### src/rtl/i2c_lsr_pkg.sv
`default_nettype none

package i2c_lsr_pkg;

   // Number of bytes read in a measurement. Only the first two form the raw value.
   localparam int unsigned READ_BYTES = 3;

   localparam int unsigned OP_W      = 2;
   localparam int unsigned CMD_W     = 8;
   localparam int unsigned ADDR_W    = 7;
   localparam int unsigned HALF_W    = 8;
   localparam int unsigned LUX_W     = 16;
   localparam int unsigned REQ_DATA_W = 16;
   localparam int unsigned RSP_DATA_W = 24;

   // floor(5*raw/6) = raw - ceil(raw/6), with ceil(raw/6) = floor((raw+5)/6).
   // The quotient uses a reciprocal that is exact for all 17-bit dividends.
   localparam logic [17:0] LUX_RECIP = 18'd174763;
   localparam int unsigned LUX_SHIFT = 20;
   localparam logic [16:0] LUX_ROUND = 17'd5;

   localparam logic [ADDR_W-1:0] ADDR_RESET = 7'd35;
   localparam logic [HALF_W-1:0] HALF_RESET = 8'd20;

   typedef enum logic [OP_W-1:0] {
      OP_TICK  = 2'd0,
      OP_WRITE = 2'd1,
      OP_READ  = 2'd2,
      OP_NONE  = 2'd3
   } op_type;

   typedef enum logic {
      CSR_DEVICE_ADDRESS = 1'b0,
      CSR_HALF_PERIOD    = 1'b1
   } csr_index_type;

   typedef enum logic [4:0] {
      PH_IDLE    = 5'd0,
      PH_START_A = 5'd1,
      PH_START_B = 5'd2,
      PH_TX_LO   = 5'd3,
      PH_TX_HI   = 5'd4,
      PH_TACK_LO = 5'd5,
      PH_TACK_HI = 5'd6,
      PH_RX_LO   = 5'd7,
      PH_RX_HI   = 5'd8,
      PH_MACK_LO = 5'd9,
      PH_MACK_HI = 5'd10,
      PH_STOP_A  = 5'd11,
      PH_STOP_B  = 5'd12,
      PH_STOP_C  = 5'd13
   } phase_type;

endpackage

`default_nettype wire

### src/rtl/i2c_light_sensor_reader_core.sv
// A response beat is registered and appears in the cycle after its request beat
// is accepted. One request beat per clock is taken while the response side keeps
// up; each beat is one bus timing tick and yields exactly one response beat.
// Reset (synchronous, active high) returns the sequencer to idle with both lines
// released, clears the reading and lux registers, and restores address 35 and a
// half period of 20 ticks. There is no clearing pass.
`default_nettype none

module i2c_light_sensor_reader_core (
   input  wire logic        clock,
   input  wire logic        reset,
   // Request channel.
   input  wire logic        req_tvalid,
   output logic             req_tready,
   // tdata: command_byte [7:0], sda_in [8], zero padding [15:9].
   input  wire logic [i2c_lsr_pkg::REQ_DATA_W-1:0] req_tdata,
   // tuser: operation [1:0].
   input  wire logic [i2c_lsr_pkg::OP_W-1:0]       req_tuser,
   // Response channel.
   output logic             rsp_tvalid,
   input  wire logic        rsp_tready,
   // tdata: scl_level [0], sda_pull_low [1], busy_res [2], lux_value [18:3],
   // zero padding [23:19].
   output logic [i2c_lsr_pkg::RSP_DATA_W-1:0]      rsp_tdata,
   // tlast: done_res, high on the final tick of a transaction.
   output logic             rsp_tlast,
   // Configuration write channel.
   input  wire logic        csr_valid,
   output logic             csr_ready,
   input  wire logic        csr_index,
   input  wire logic [7:0]  csr_data
);

   import i2c_lsr_pkg::*;

   // ------------------------------------------------------------------------
   // Configuration registers. Writes are taken on any cycle.
   // ------------------------------------------------------------------------
   logic [ADDR_W-1:0] dev_addr_ff;
   logic [HALF_W-1:0] half_ff;

   assign csr_ready = 1'b1;

   always_ff @(posedge clock) begin
      if (reset) begin
         dev_addr_ff <= ADDR_RESET;
         half_ff     <= HALF_RESET;
      end else if (csr_valid) begin
         case (csr_index_type'(csr_index))
            CSR_DEVICE_ADDRESS: dev_addr_ff <= csr_data[ADDR_W-1:0];
            CSR_HALF_PERIOD:    half_ff     <= csr_data;
            default:            ;
         endcase
      end
   end

   // ------------------------------------------------------------------------
   // Sequencer state.
   // ------------------------------------------------------------------------
   phase_type        phase_ff, phase_in;
   logic [7:0]       delay_ff, delay_in;
   logic [2:0]       bit_ff, bit_in;
   logic [1:0]       byte_ff, byte_in;
   logic [7:0]       shift_ff, shift_in;
   logic [CMD_W-1:0] cmd_ff, cmd_in;
   logic             read_mode_ff, read_mode_in;
   logic [LUX_W-1:0] raw_ff, raw_in;
   logic [LUX_W-1:0] lux_ff, lux_in;
   logic [LUX_W-1:0] quot_ff;

   // Output register.
   logic                  rsp_valid_ff;
   logic [RSP_DATA_W-1:0] rsp_data_ff, rsp_data_in;
   logic                  rsp_last_ff;

   op_type           req_op;
   logic [CMD_W-1:0] req_cmd;
   logic             req_sda;
   logic             accept;

   logic             scl_lvl;
   logic             sda_pull;
   logic             busy;
   logic             done;
   logic [8:0]       delay_inc;
   logic [HALF_W-1:0] half_eff;

   assign req_op  = op_type'(req_tuser);
   assign req_cmd = req_tdata[CMD_W-1:0];
   assign req_sda = req_tdata[CMD_W];

   // The response register frees up in the same cycle it is drained, so a new
   // tick is taken every cycle the downstream side keeps up.
   assign req_tready = !rsp_valid_ff || rsp_tready;
   assign accept     = req_tvalid && req_tready;

   // A zero half period behaves as one tick per slot.
   assign half_eff = (half_ff == '0) ? HALF_W'(1) : half_ff;

   // The lux quotient is formed every clock from the stored reading. The reading
   // is last updated in a receive slot, at least three ticks before the final
   // stop slot ends, so the quotient has settled by the time it is used.
   logic [16:0] raw_plus;
   logic [34:0] quot_prod;

   assign raw_plus  = {1'b0, raw_ff} + LUX_ROUND;
   assign quot_prod = 35'(raw_plus) * 35'(LUX_RECIP);

   always_ff @(posedge clock) begin
      quot_ff <= LUX_W'(quot_prod >> LUX_SHIFT);
   end

   // ------------------------------------------------------------------------
   // Next state and line levels for one tick.
   // ------------------------------------------------------------------------
   always_comb begin
      phase_in     = phase_ff;
      delay_in     = delay_ff;
      bit_in       = bit_ff;
      byte_in      = byte_ff;
      shift_in     = shift_ff;
      cmd_in       = cmd_ff;
      read_mode_in = read_mode_ff;
      raw_in       = raw_ff;
      lux_in       = lux_ff;
      scl_lvl      = 1'b1;
      sda_pull     = 1'b0;
      done         = 1'b0;
      delay_inc    = '0;

      // An undefined phase falls back to idle before anything else happens.
      if (phase_ff > PH_STOP_C) begin
         phase_in = PH_IDLE;
      end

      // A request in idle starts the transaction on this very tick.
      if (phase_in == PH_IDLE && (req_op == OP_WRITE || req_op == OP_READ)) begin
         read_mode_in = (req_op == OP_READ);
         if (req_op == OP_WRITE) begin
            cmd_in = req_cmd;
         end
         byte_in  = '0;
         bit_in   = '0;
         delay_in = '0;
         phase_in = PH_START_A;
      end

      case (phase_in)
         PH_START_A: begin scl_lvl = 1'b1; sda_pull = 1'b0; end
         PH_START_B: begin scl_lvl = 1'b1; sda_pull = 1'b1; end
         PH_TX_LO:   begin scl_lvl = 1'b0; sda_pull = ~shift_in[7]; end
         PH_TX_HI:   begin scl_lvl = 1'b1; sda_pull = ~shift_in[7]; end
         PH_TACK_LO: begin scl_lvl = 1'b0; sda_pull = 1'b0; end
         PH_TACK_HI: begin scl_lvl = 1'b1; sda_pull = 1'b0; end
         PH_RX_LO:   begin scl_lvl = 1'b0; sda_pull = 1'b0; end
         PH_RX_HI:   begin scl_lvl = 1'b1; sda_pull = 1'b0; end
         PH_MACK_LO: begin
            scl_lvl  = 1'b0;
            sda_pull = (byte_in < 2'(READ_BYTES - 1));
         end
         PH_MACK_HI: begin
            scl_lvl  = 1'b1;
            sda_pull = (byte_in < 2'(READ_BYTES - 1));
         end
         PH_STOP_A:  begin scl_lvl = 1'b0; sda_pull = 1'b1; end
         PH_STOP_B:  begin scl_lvl = 1'b1; sda_pull = 1'b1; end
         PH_STOP_C:  begin scl_lvl = 1'b1; sda_pull = 1'b0; end
         default:    begin scl_lvl = 1'b1; sda_pull = 1'b0; end
      endcase

      busy = (phase_in != PH_IDLE);

      if (busy) begin
         delay_inc = {1'b0, delay_in} + 9'd1;
         if (delay_inc < {1'b0, half_eff}) begin
            delay_in = delay_inc[7:0];
         end else begin
            delay_in = '0;
            case (phase_in)
               PH_START_A: phase_in = PH_START_B;
               PH_START_B: begin
                  // Address byte with the read/write flag as its lsb.
                  byte_in  = '0;
                  shift_in = {dev_addr_ff, read_mode_in};
                  bit_in   = '0;
                  phase_in = PH_TX_LO;
               end
               PH_TX_LO: phase_in = PH_TX_HI;
               PH_TX_HI: begin
                  if (bit_in == 3'd7) begin
                     phase_in = PH_TACK_LO;
                  end else begin
                     bit_in   = bit_in + 3'd1;
                     shift_in = {shift_in[6:0], 1'b0};
                     phase_in = PH_TX_LO;
                  end
               end
               PH_TACK_LO: phase_in = PH_TACK_HI;
               PH_TACK_HI: begin
                  // The slave's acknowledge is not checked.
                  if (read_mode_in) begin
                     byte_in  = '0;
                     shift_in = '0;
                     bit_in   = '0;
                     phase_in = PH_RX_LO;
                  end else if (byte_in == 2'd0) begin
                     byte_in  = 2'd1;
                     shift_in = cmd_in;
                     bit_in   = '0;
                     phase_in = PH_TX_LO;
                  end else begin
                     phase_in = PH_STOP_A;
                  end
               end
               PH_RX_LO: phase_in = PH_RX_HI;
               PH_RX_HI: begin
                  shift_in = {shift_in[6:0], req_sda};
                  if (bit_in == 3'd7) begin
                     // First byte is the high half, second the low half.
                     if (byte_in == 2'd0) begin
                        raw_in[15:8] = shift_in;
                     end else if (byte_in == 2'd1) begin
                        raw_in[7:0] = shift_in;
                     end
                     phase_in = PH_MACK_LO;
                  end else begin
                     bit_in   = bit_in + 3'd1;
                     phase_in = PH_RX_LO;
                  end
               end
               PH_MACK_LO: phase_in = PH_MACK_HI;
               PH_MACK_HI: begin
                  if (byte_in >= 2'(READ_BYTES - 1)) begin
                     phase_in = PH_STOP_A;
                  end else begin
                     byte_in  = byte_in + 2'd1;
                     shift_in = '0;
                     bit_in   = '0;
                     phase_in = PH_RX_LO;
                  end
               end
               PH_STOP_A: phase_in = PH_STOP_B;
               PH_STOP_B: phase_in = PH_STOP_C;
               default: begin
                  if (read_mode_in) begin
                     lux_in = raw_ff - quot_ff;
                  end
                  done     = 1'b1;
                  phase_in = PH_IDLE;
               end
            endcase
         end
      end

      rsp_data_in = {5'd0, lux_in, busy, sda_pull, scl_lvl};
   end

   always_ff @(posedge clock) begin
      if (reset) begin
         phase_ff     <= PH_IDLE;
         delay_ff     <= '0;
         bit_ff       <= '0;
         byte_ff      <= '0;
         shift_ff     <= '0;
         cmd_ff       <= '0;
         read_mode_ff <= 1'b0;
         raw_ff       <= '0;
         lux_ff       <= '0;
      end else if (accept) begin
         phase_ff     <= phase_in;
         delay_ff     <= delay_in;
         bit_ff       <= bit_in;
         byte_ff      <= byte_in;
         shift_ff     <= shift_in;
         cmd_ff       <= cmd_in;
         read_mode_ff <= read_mode_in;
         raw_ff       <= raw_in;
         lux_ff       <= lux_in;
      end
   end

   // Response register: loaded on every accepted tick, emptied when taken.
   always_ff @(posedge clock) begin
      if (reset) begin
         rsp_valid_ff <= 1'b0;
      end else if (accept) begin
         rsp_valid_ff <= 1'b1;
      end else if (rsp_tready) begin
         rsp_valid_ff <= 1'b0;
      end
   end

   always_ff @(posedge clock) begin
      if (accept) begin
         rsp_data_ff <= rsp_data_in;
         rsp_last_ff <= done;
      end
   end

   assign rsp_tvalid = rsp_valid_ff;
   assign rsp_tdata  = rsp_data_ff;
   assign rsp_tlast  = rsp_last_ff;

   // ------------------------------------------------------------------------
   // Assertions.
   // ------------------------------------------------------------------------

   // The end-of-transaction beat is always reported as busy.
   assert property (@(posedge clock) disable iff (reset)
      rsp_valid_ff && rsp_last_ff |-> rsp_data_ff[2])
      else $error("done beat without busy");

   // An idle tick with no start request leaves both lines released.
   assert property (@(posedge clock) disable iff (reset)
      accept && phase_ff == PH_IDLE && req_op != OP_WRITE && req_op != OP_READ
      |=> rsp_data_ff[0] && !rsp_data_ff[1] && !rsp_data_ff[2] && !rsp_last_ff)
      else $error("idle tick drove the bus");

   // The lux value only moves on the tick that finishes a transaction.
   assert property (@(posedge clock) disable iff (reset)
      accept && !done |=> lux_ff == $past(lux_ff))
      else $error("lux changed outside transaction end");

   // A write transaction never touches the lux value.
   assert property (@(posedge clock) disable iff (reset)
      accept && !read_mode_in |=> lux_ff == $past(lux_ff))
      else $error("lux changed on write transaction");

endmodule

`default_nettype wire
### config.mk
export PLATFORM = sky130hd
export DESIGN_NAME = i2c_light_sensor_reader_core
export DESIGN_NICKNAME = d
export VERILOG_FILES = /design/src/rtl/i2c_lsr_pkg.sv /design/src/rtl/i2c_light_sensor_reader_core.sv
export SDC_FILE = /design/constraint.sdc
export NUM_CORES = 1
export LEC_CHECK = 0
export ABC_AREA = 1
export ABC_CLOCK_PERIOD_IN_PS = 7050
export BUFFER_PORTS_ARGS = -buffer_cell sky130_fd_sc_hd__buf_4
export CORE_MARGIN = 5
export CORE_UTILIZATION = 55
export DETAILED_ROUTE_END_ITERATION = 8
export GPL_ROUTABILITY_DRIVEN = 0
export HOLD_SLACK_MARGIN = 0.08
export PLACE_DENSITY_LB_ADDON = 0.1
export REMOVE_ABC_BUFFERS = 1
export SYNTH_ARGS = -nofsm -noshare
export SYNTH_HDL_FRONTEND = slang
export SYNTH_SLANG_ARGS = --single-unit
export TNS_END_PERCENT = 1
### constraint.sdc
create_clock -name clock -period 7.05 [get_ports clock]
set_input_delay 1.0575 -clock clock [delete_from_list [all_inputs] [get_ports clock]]
set_output_delay 1.0575 -clock clock [all_outputs]
set_load 0.1 [all_outputs]
=== Word-level counts from Yosys, hierarchy flattened ===
Cells that the tools add are included.
W data, S select, Z words.

* Register bits: 118
* Bits of input ports: 32
* Output and inout bits: 28

* Add/subtract/negate cells: 5
* Multiply operators: 1
* Order comparisons: 4
* Equal/unequal tests: 19
* Multiplexer cells: 46
* Bitwise logic cells: 5
* Reductions and logical operators: 23

{| class="wikitable"
|+ Operators by type and width
! kind !! count
|-
| $mux W8 || 10
|-
| $mux W16 || 4
|-
| $pmux W4 S12 || 1
|-
| $pmux W8 S5 || 1
|-
| $mul A17 B18 Y35 const B || 1
|-
| $eq A5 B4 Y1 const B || 5
|-
| $mux W3 || 8
|-
| $eq A5 B3 Y1 const B || 4
|-
| $mux W5 || 4
|-
| $add A16 B3 Y17 const B || 1
|-
| $mux W4 || 4
|-
| $sub A16 B15 Y16 || 1
|-
| $reduce_and A7 Y1 || 2
|-
| $mux W2 || 6
|-
| $pmux W3 S4 || 1
|-
| $reduce_or A12 Y1 || 1
|-
| $eq A5 B2 Y1 const B || 2
|-
| $reduce_bool A5 Y1 || 2
|-
| $add A8 B1 Y9 const B || 1
|-
| $lt A9 B8 Y1 || 1
|-
| $logic_not A8 Y1 || 1
|-
| $reduce_or A2 Y1 || 4
|-
| $pmux W2 S3 || 1
|-
| $reduce_and A6 Y1 || 1
|-
| 23 further kinds || 36
|}

=== Logic depth before layout (Yosys ltp) ===
Gate-level depths: netlist (run 1).

* Depth in word-level cells: 11
* Mapped depth: 30

=== Least setup slack after synthesis (run 1) ===
Ideal clock, no wire load.

* Path kind: flip-flop to flip-flop
* Start point: reg raw_ff[0]
* End point: reg quot_ff[11]
* Library setup time: 0.072 ns
* Data arrival time: 6.428 ns
* Path slack: 0.550 ns
* Cell stages (with the launch flop): 28
* Path buffers: 0
* Cell sequence: dfxtp_1 > inv_1 > o21ai_0 > nand2_1 > nor2_1 > nand3_1 > nor2_1 > nand4_1 > nor2_1 > xor2_1 > ha_1 > inv_1 > fa_1 > fa_1 > fa_1 > inv_1 > fa_1 > inv_1 > fa_1 > inv_1 > ha_1 > a21oi_1 > o21a_1 > o21ai_0 > a211oi_1 > o21ai_0 > a21oi_1 > xor2_1

* Longest elaborated chain between the ends: 2

{| class="wikitable"
|+ RTL lines
! what !! RTL line !! source
|-
| start: declaration || i2c_light_sensor_reader_core.sv:67 || <nowiki>logic [LUX_W-1:0] raw_ff, raw_in;</nowiki>
|-
| start signal: assignment || i2c_light_sensor_reader_core.sv:277 || <nowiki>raw_ff <= raw_in;</nowiki>
|-
| $add A16 B3 Y17 || i2c_light_sensor_reader_core.sv:106 || <nowiki>assign raw_plus = {1'b0, raw_ff} + LUX_ROUND;</nowiki>
|-
| $mul A17 B18 Y35 || i2c_light_sensor_reader_core.sv:107 || <nowiki>assign quot_prod = 35'(raw_plus) * 35'(LUX_RECIP);</nowiki>
|-
| via quot_prod[31] || i2c_light_sensor_reader_core.sv:104 || <nowiki>logic [34:0] quot_prod;</nowiki>
|-
| end signal: assignment || i2c_light_sensor_reader_core.sv:110 || <nowiki>quot_ff <= LUX_W'(quot_prod >> LUX_SHIFT);</nowiki>
|-
| end: declaration || i2c_light_sensor_reader_core.sv:69 || <nowiki>logic [LUX_W-1:0] quot_ff;</nowiki>
|}

The timed path passes the listed nets, and every way through them passes these cells.
A chain may end at the register's enable or synchronous reset.

=== Worst setup path in the final report (run 1) ===
* Start point: reg raw_ff[2]
* End point: reg quot_ff[11]

Same word-level chain as after synthesis.

==> results of run 1 <==
==> cell families after synthesis <==
group / after synthesis / share of synthesized area
AO/OA/AOI/OAI: 251 / 0.115
XOR/XNOR: 44 / 0.0320
adder cells (fa/ha/maj): 235 / 0.295
buffers and inverters: 376 / 0.125
flip-flops: 118 / 0.213
multiplexers: 2 / 0.00187
other: 2 / 0.000624
AND/OR/NAND/NOR: 572 / 0.217
==> cells in the final DEF, fill, tap and decap left out, types with 5 or more instances in the layout <==
cell       instances
inv_1            325
nand2_1          282
ha_1             153
nor2_1           132
a21oi_1          116
dfxtp_1           96
o21ai_0           84
fa_1              82
nand3_1           72
buf_4             68
xor2_1            32
nand4_1           21
edfxtp_1          20
clkbuf_16         17
nand4_2           14
nor3_1            11
xnor2_1           10
inv_2              9
nor2_2             8
o211ai_1           7
nand2_2            7
o21bai_1           6
nor2_4             6
a31oi_1            6
conb_1             6
nand3_2            5
o21ai_1            5
==> synth_stat cells (10+ instances only) <==
master    instances
edfxtp_1         20
dfxtp_1          98
nand4_2          14
nand3_1          73
nand4_1          21
inv_1           326
clkbuf_1         14
ha_1            153
xnor2_1          10
fa_1             82
nor3_1           13
o21ai_0          85
nand2_1         283
nor2_1          136
a21oi_1         119
xor2_1           34
==> final cells by class <==
class / instances / area, um2 / share of cell area
Timing Repair Buffer: 68 / 510 / 0.0382
Tap cell: 280 / 350 / 0.0262
Inverter: 334 / 1250 / 0.0938
Sequential cell: 118 / 2560 / 0.192
Clock buffer: 20 / 457 / 0.0342
Clock inverter: 12 / 175 / 0.0131
Multi-Input combinational cell: 1110 / 8050 / 0.602
==> per-layer routing <==
metal,track usage,up-vias,wire length [um]
met5,0,-,0
met4,0.0784,0,724
met3,0.0295,40,1200
met2,0.407,203,13700
met1,0.309,4681,12600
li1,-,5188,-
==> flip-flops by register name, summed over array words and instances, names as in the netlist <==
signal and cells:
read_mode_ff 1, half_ff 8, raw_ff 16, bit_ff 3, rsp_tdata 19, delay_ff 8, shift_ff 8, lux_ff 16
dev_addr_ff 7, quot_ff 15, byte_ff 2, rsp_tvalid 1, rsp_tlast 1, cmd_ff 8, phase_ff 5
==> timing repair <==
item,in CTS,in global routing
gates resized for setup,0,18
endpoints found under the setup margin,0,14
hold buffers,0,0
==> worst max-delay path: cells and delay by family, from the launching register on <==
kind                     cells  cell delay, ns
buffers and inverters        6            0.53
AO/OA/AOI/OAI                7            0.98
adder cells (fa/ha/maj)      7            3.19
flip-flops                   1            0.44
AND/OR/NAND/NOR              6            0.97
XOR/XNOR                     2            0.43
==> through the flow <==
stage	setup WS [ns]	power (W)	std cells
after floorplan	0.550	0.00109	1562
final	0.427	0.00212	1942
after detailed placement	0.144	0.00121	1910
after CTS	0.0970	0.00213	1942
after global placement	0.242	0.00120	1910
after global routing	-0.0344	0.00222	1942
==> how the worst min path moves through the flow <==
stage,startpoint,slack (ns),endpoint
finish,dev_addr_ff[0],0.46,dev_addr_ff[0]
floorplan,dev_addr_ff[0],0.43,dev_addr_ff[0]
global route,bit_ff[2],0.49,bit_ff[2]
detailed placement,dev_addr_ff[0],0.45,dev_addr_ff[0]
CTS,dev_addr_ff[0],0.46,dev_addr_ff[0]
global placement,dev_addr_ff[0],0.45,dev_addr_ff[0]
==> report_power, final <==
part / switching (W) / internal (W) / total, W
Sequential: 0.0000194 / 0.000726 / 0.000745
Combinational: 0.000341 / 0.000108 / 0.000449
Clock: 0.000318 / 0.000609 / 0.000927
==> metrics.md, run 1 <==
| Metric | Value |
|---|---|
| Status | complete, no violations |
| Placed Area | 0.0127 mm2 |
| N_diodes | 0 |
| Yosys warns | 0 |
| Min Tclk post-route | 6.62 ns |
| Fmax | 151 MHz |
| CP endpoint kind | flop |
| WHS Path Cells | 2 |
| Setup violations, final | 0 |
| Post-synth ARST share | 0 |
| Startpoint types | flop |
| Clk Latency, worst-skew pair | 0.42 ns |
| Vias in the first global route | 9800 |
| Routed len/inst | 14.6 um |
| Sequential area share after synthesis | 0.213 |
| Hold slack | 0.462 ns |
| Clock buffer depth | 2 |
| R2r setup slk | 0.43 ns |
| Die width | 158 um |
| DR vias | 10100 |
| Max rail drop VDD | 0.170 mV |
| RR Startpoint | raw_ff[2] |
| Crit path arrival time | 6.95 ns |
| Top cell type's share of synthesized area | 0.163 |
| Critical Path Fanout Max | 4 |
| IO Pins | 60 |
| Top cells by area, synth | dfxtp_1, ha_1, fa_1 |
| Cell row count | 54 |
| First-pass GRT wire length | 47300 um |
| Finished Core Util | 0.616 |
| Reg2Reg Depth | 28 |
| Number of synthesized register bits | 118 |
| TritonCTS clock tree | built |
| Number of library cell types mapped by synthesis | 51 |
| Leak | 7.18 nW |
| Largest net degree at the start of global routing | 77 |
| Worst path required time | 7.38 ns |
| Crit Path Category | flop to flop |
| Final Hold Fails | 0 |
| Die Y | 158 um |
| DRC | 0 |
| Initial antenna violation count | 0 |
| Area grow syn2layout | 11.0% |
| Post-Synthesis Cells | 1600 |
| DR vias/cell | 5.21 |
| Reg-to-Reg End | quot_ff[11] |
| GRT overflow | 0 |
| Relative slew slack | 0.345 |
| Input/output buffers | 46 |
| Drt pass-1 iters | 5 |
| Starting Density | 0.555 |
| Total track usage | 0.236 |
| Iter 0 DRT Violations | 476 |
| Htree depth | 4 |
| Num CTS Buffers | 17 |
| Max-slew violation count | 0 |
| Mean Syn Cell Area | 7.52 um2 |
| Number of enable flip-flop cells after synthesis | 20 |
| Root Driver | clkbuf_16 |
| Worst Tran Pin Value | 0.978 ns |
| Fin nets | 1916 |
| Share of layout cells above drive strength 1 | 0.103 |
| Reg clk slew, reported paths | 0.06 ns |
| Unrepaired setup endpoints after global routing | true |
| Post-CTS Setup Inserts | 0 |
| Slowest stage cell, crit path | fa_1 |
| Worst Clk Skew | 0.00810 ns |
| Max stage delay on crit path | 0.54 ns |
| Design Area, Final | 0.0134 mm2 |
| Setup Total Neg Slack | 0 ns |
| Post-synth top area cell | dfxtp_1 |
| Critical Path End | quot_ff[11] |
| Final period util | 0.939 |
| # fillers | 2016 |
| Primary FF master, synth | dfxtp_1 |
| Detail Placement HPWL | 23000 um |
| PD cells | 159 mW/mm2 |
| Cell Area, Synth | 0.0120 mm2 |
| Crit path from | raw_ff[2] |
| Total wire length | 28300 um |
| Worst hold path class | flop to flop |
| Clock sink count | 118 |
| Total core area | 0.0217 mm2 |
| Die Area | 0.0249 mm2 |
| DRT antenna net count | 0 |
| Number of max-cap violations | 0 |
No activity file was read; power rests on OpenSTA's default activity.
==> run 2, diff against run 1 <==
PLACE_DENSITY = 0.73   (was unset)
PLACE_DENSITY_LB_ADDON = unset   (was 0.1)
==> run 2 against run 1 <==
Die area unchanged. Register-to-register slack got worse by 0.09 ns. Sequential share of layout area increased by 0.17 points. Core utilization decreased by 0.55 points. Flip-flop and latch count unchanged. Global-route usage decreased by 0.99 points. Design area decreased by 0.90%. Critical path depth increased by 2. Routed wire length decreased by 2.2%. Worst setup slack got worse by 0.090 ns. Sequential power about the same.
==> metrics.md, run 2 (same netlist as run 1, synthesis figures left out) <==
| Metric | Value |
|---|---|
| Fin nets | 1909 |
| First-pass GRT wire length | 45900 um |
| Worst path required time | 7.37 ns |
| Placed Area | 0.0126 mm2 |
| Cts hold-fix bufs | 0 |
| Gate power share | 0.220 |
| Initial antenna violation count | 0 |
| Relative slew slack | 0.360 |
| Critical Path Fanout Max | 5 |
| Cell row count | 54 |
| Non-Filler Instances | 1935 |
| Largest register FFs | 19 |
| Total core area | 0.0217 mm2 |
| Final period util | 0.952 |
| Design Area, Final | 0.0132 mm2 |
| CP endpoint kind | flop |
| Share of layout cells above drive strength 1 | 0.0973 |
| Vias in the first global route | 9900 |
| N_diodes | 0 |
| Max rail drop VDD | 0.136 mV |
| Starting Density | 0.555 |
| Most repeated library cell on the critical path | inv_1 |
| Largest net degree at the start of global routing | 78 |
| DR vias | 10300 |
| Drt pass-1 iters | 5 |
| Placed Instances | 1902 |
| Num CTS Buffers | 17 |
| Commonest non-fill, non-tap cell in the layout | inv_1 |
| Htree depth | 4 |
| WHS Path Cells | 2 |
| DR vias/cell | 5.32 |
| Setup violations, final | 0 |
| Max-slew violation count | 0 |
| Switching share of power | 0.327 |
| IO Pins | 60 |
| Reg2Reg Depth | 30 |
| Fmax | 149 MHz |
| Die Y | 158 um |
| Status | complete, no violations |
| Leak | 7.12 nW |
| Unrepaired setup endpoints after global routing | true |
| Clk Latency, worst-skew pair | 0.42 ns |
| TritonCTS clock tree | built |
| DRC | 0 |
| Die Area | 0.0249 mm2 |
| PD cells | 153 mW/mm2 |
| Number of max-cap violations | 0 |
| Crit path arrival time | 7.03 ns |
| Setup Total Neg Slack | 0 ns |
| Finished Core Util | 0.610 |
| Root Driver | clkbuf_16 |
| Worst Tran Pin Value | 0.954 ns |
| Internal | 0.00136 W |
| Most frequent cells in the layout | inv_1, nand2_1, ha_1 |
| Final Hold Fails | 0 |
| Crit Path Category | flop to flop |
| Input/output buffers | 46 |
| Clk pwr share | 0.412 |
| GRT overflow | 0 |
| Min Tclk post-route | 6.71 ns |
| Slowest stage cell, crit path | fa_1 |
| Die width | 158 um |
| P_sw | 0.000662 W |
| Startpoint types | flop |
| Clock sink count | 118 |
| Worst hold path class | flop to flop |
| Iter 0 DRT Violations | 491 |
| Routed len/inst | 14.3 um |
| Sequential Power Share | 0.368 |
| Detail Placement HPWL | 22300 um |
| Clock buffer depth | 2 |
| Worst Clk Skew | 0.0109 ns |
| Total track usage | 0.226 |
| Total wire length | 27600 um |
| DRT antenna net count | 0 |
| Max stage delay on crit path | 0.58 ns |
| Reg clk slew, reported paths | 0.06 ns |
| Area grow syn2layout | 9.98% |
run 2: cell types whose count changed in the layout (fill, tap and decap cells not counted), sizes merged:
cell,delta
buf,-7
bufinv,-4
clkbuf,+7
clkinv,-2
clkinvlp,-1
run 2: power groups by stage:
stage	registers [W]	clock network, W	logic, W
after CTS	0.000745	0.000840	0.000443
after floorplan	0.000833	0	0.000261
after global routing	0.000749	0.000876	0.000483
after global placement	0.000758	0	0.000434
after detailed placement	0.000759	0	0.000441
final	0.000746	0.000834	0.000445
run 2: area by class of cell:
class / count / area [um2]
Clock buffer: 27 / 546
Multi-Input combinational cell: 1110 / 8030
Sequential cell: 118 / 2560
Timing Repair Buffer: 61 / 458
Tap cell: 280 / 350
Fill cell: 1948 / 8450
Inverter: 334 / 1250
Clock inverter: 5 / 33.8
run 2: routing by layer:
| layer | vias to the layer above | track usage | share of wire |
|---|---|---|---|
| li1 | 5187 | - | - |
| met1 | 4824 | 0.292 | 0.44 |
| met2 | 235 | 0.401 | 0.49 |
| met3 | 46 | 0.0241 | 0.041 |
| met4 | 0 | 0.0650 | 0.025 |
| met5 | - | 0 | 0 |
run 2: timing repair:
item                                    in CTS  in global routing
setup buffers                                0                  1
gates resized for setup                      0                 16
endpoints found under the setup margin       0                 15
run 2: path summary, 6_finish.rpt:
check	end	startpoint	slack, ns
max	quot_ff[9]	raw_ff[1]	0.34
min reg2reg	dev_addr_ff[5]	dev_addr_ff[5]	0.46
min	dev_addr_ff[5]	dev_addr_ff[5]	0.46
max reg2reg	quot_ff[9]	raw_ff[1]	0.34
run 2: worst max-delay path: cells and delay by family (launching register included):
kind	cells	cell delay, ns
AO/OA/AOI/OAI	2	0.28
AND/OR/NAND/NOR	12	1.78
buffers and inverters	6	0.49
XOR/XNOR	2	0.41
adder cells (fa/ha/maj)	8	3.24
flip-flops	1	0.41
run 2: stage by stage:
step                      setup slack (ns)  total power [W]  hold WS, ns
after global routing               -0.0674          0.00211        0.495
after detailed placement             0.192          0.00120        0.445
after floorplan                      0.550          0.00109        0.429
after global placement               0.278          0.00119        0.448
after CTS                            0.137          0.00203        0.458
final                                0.336          0.00202        0.459
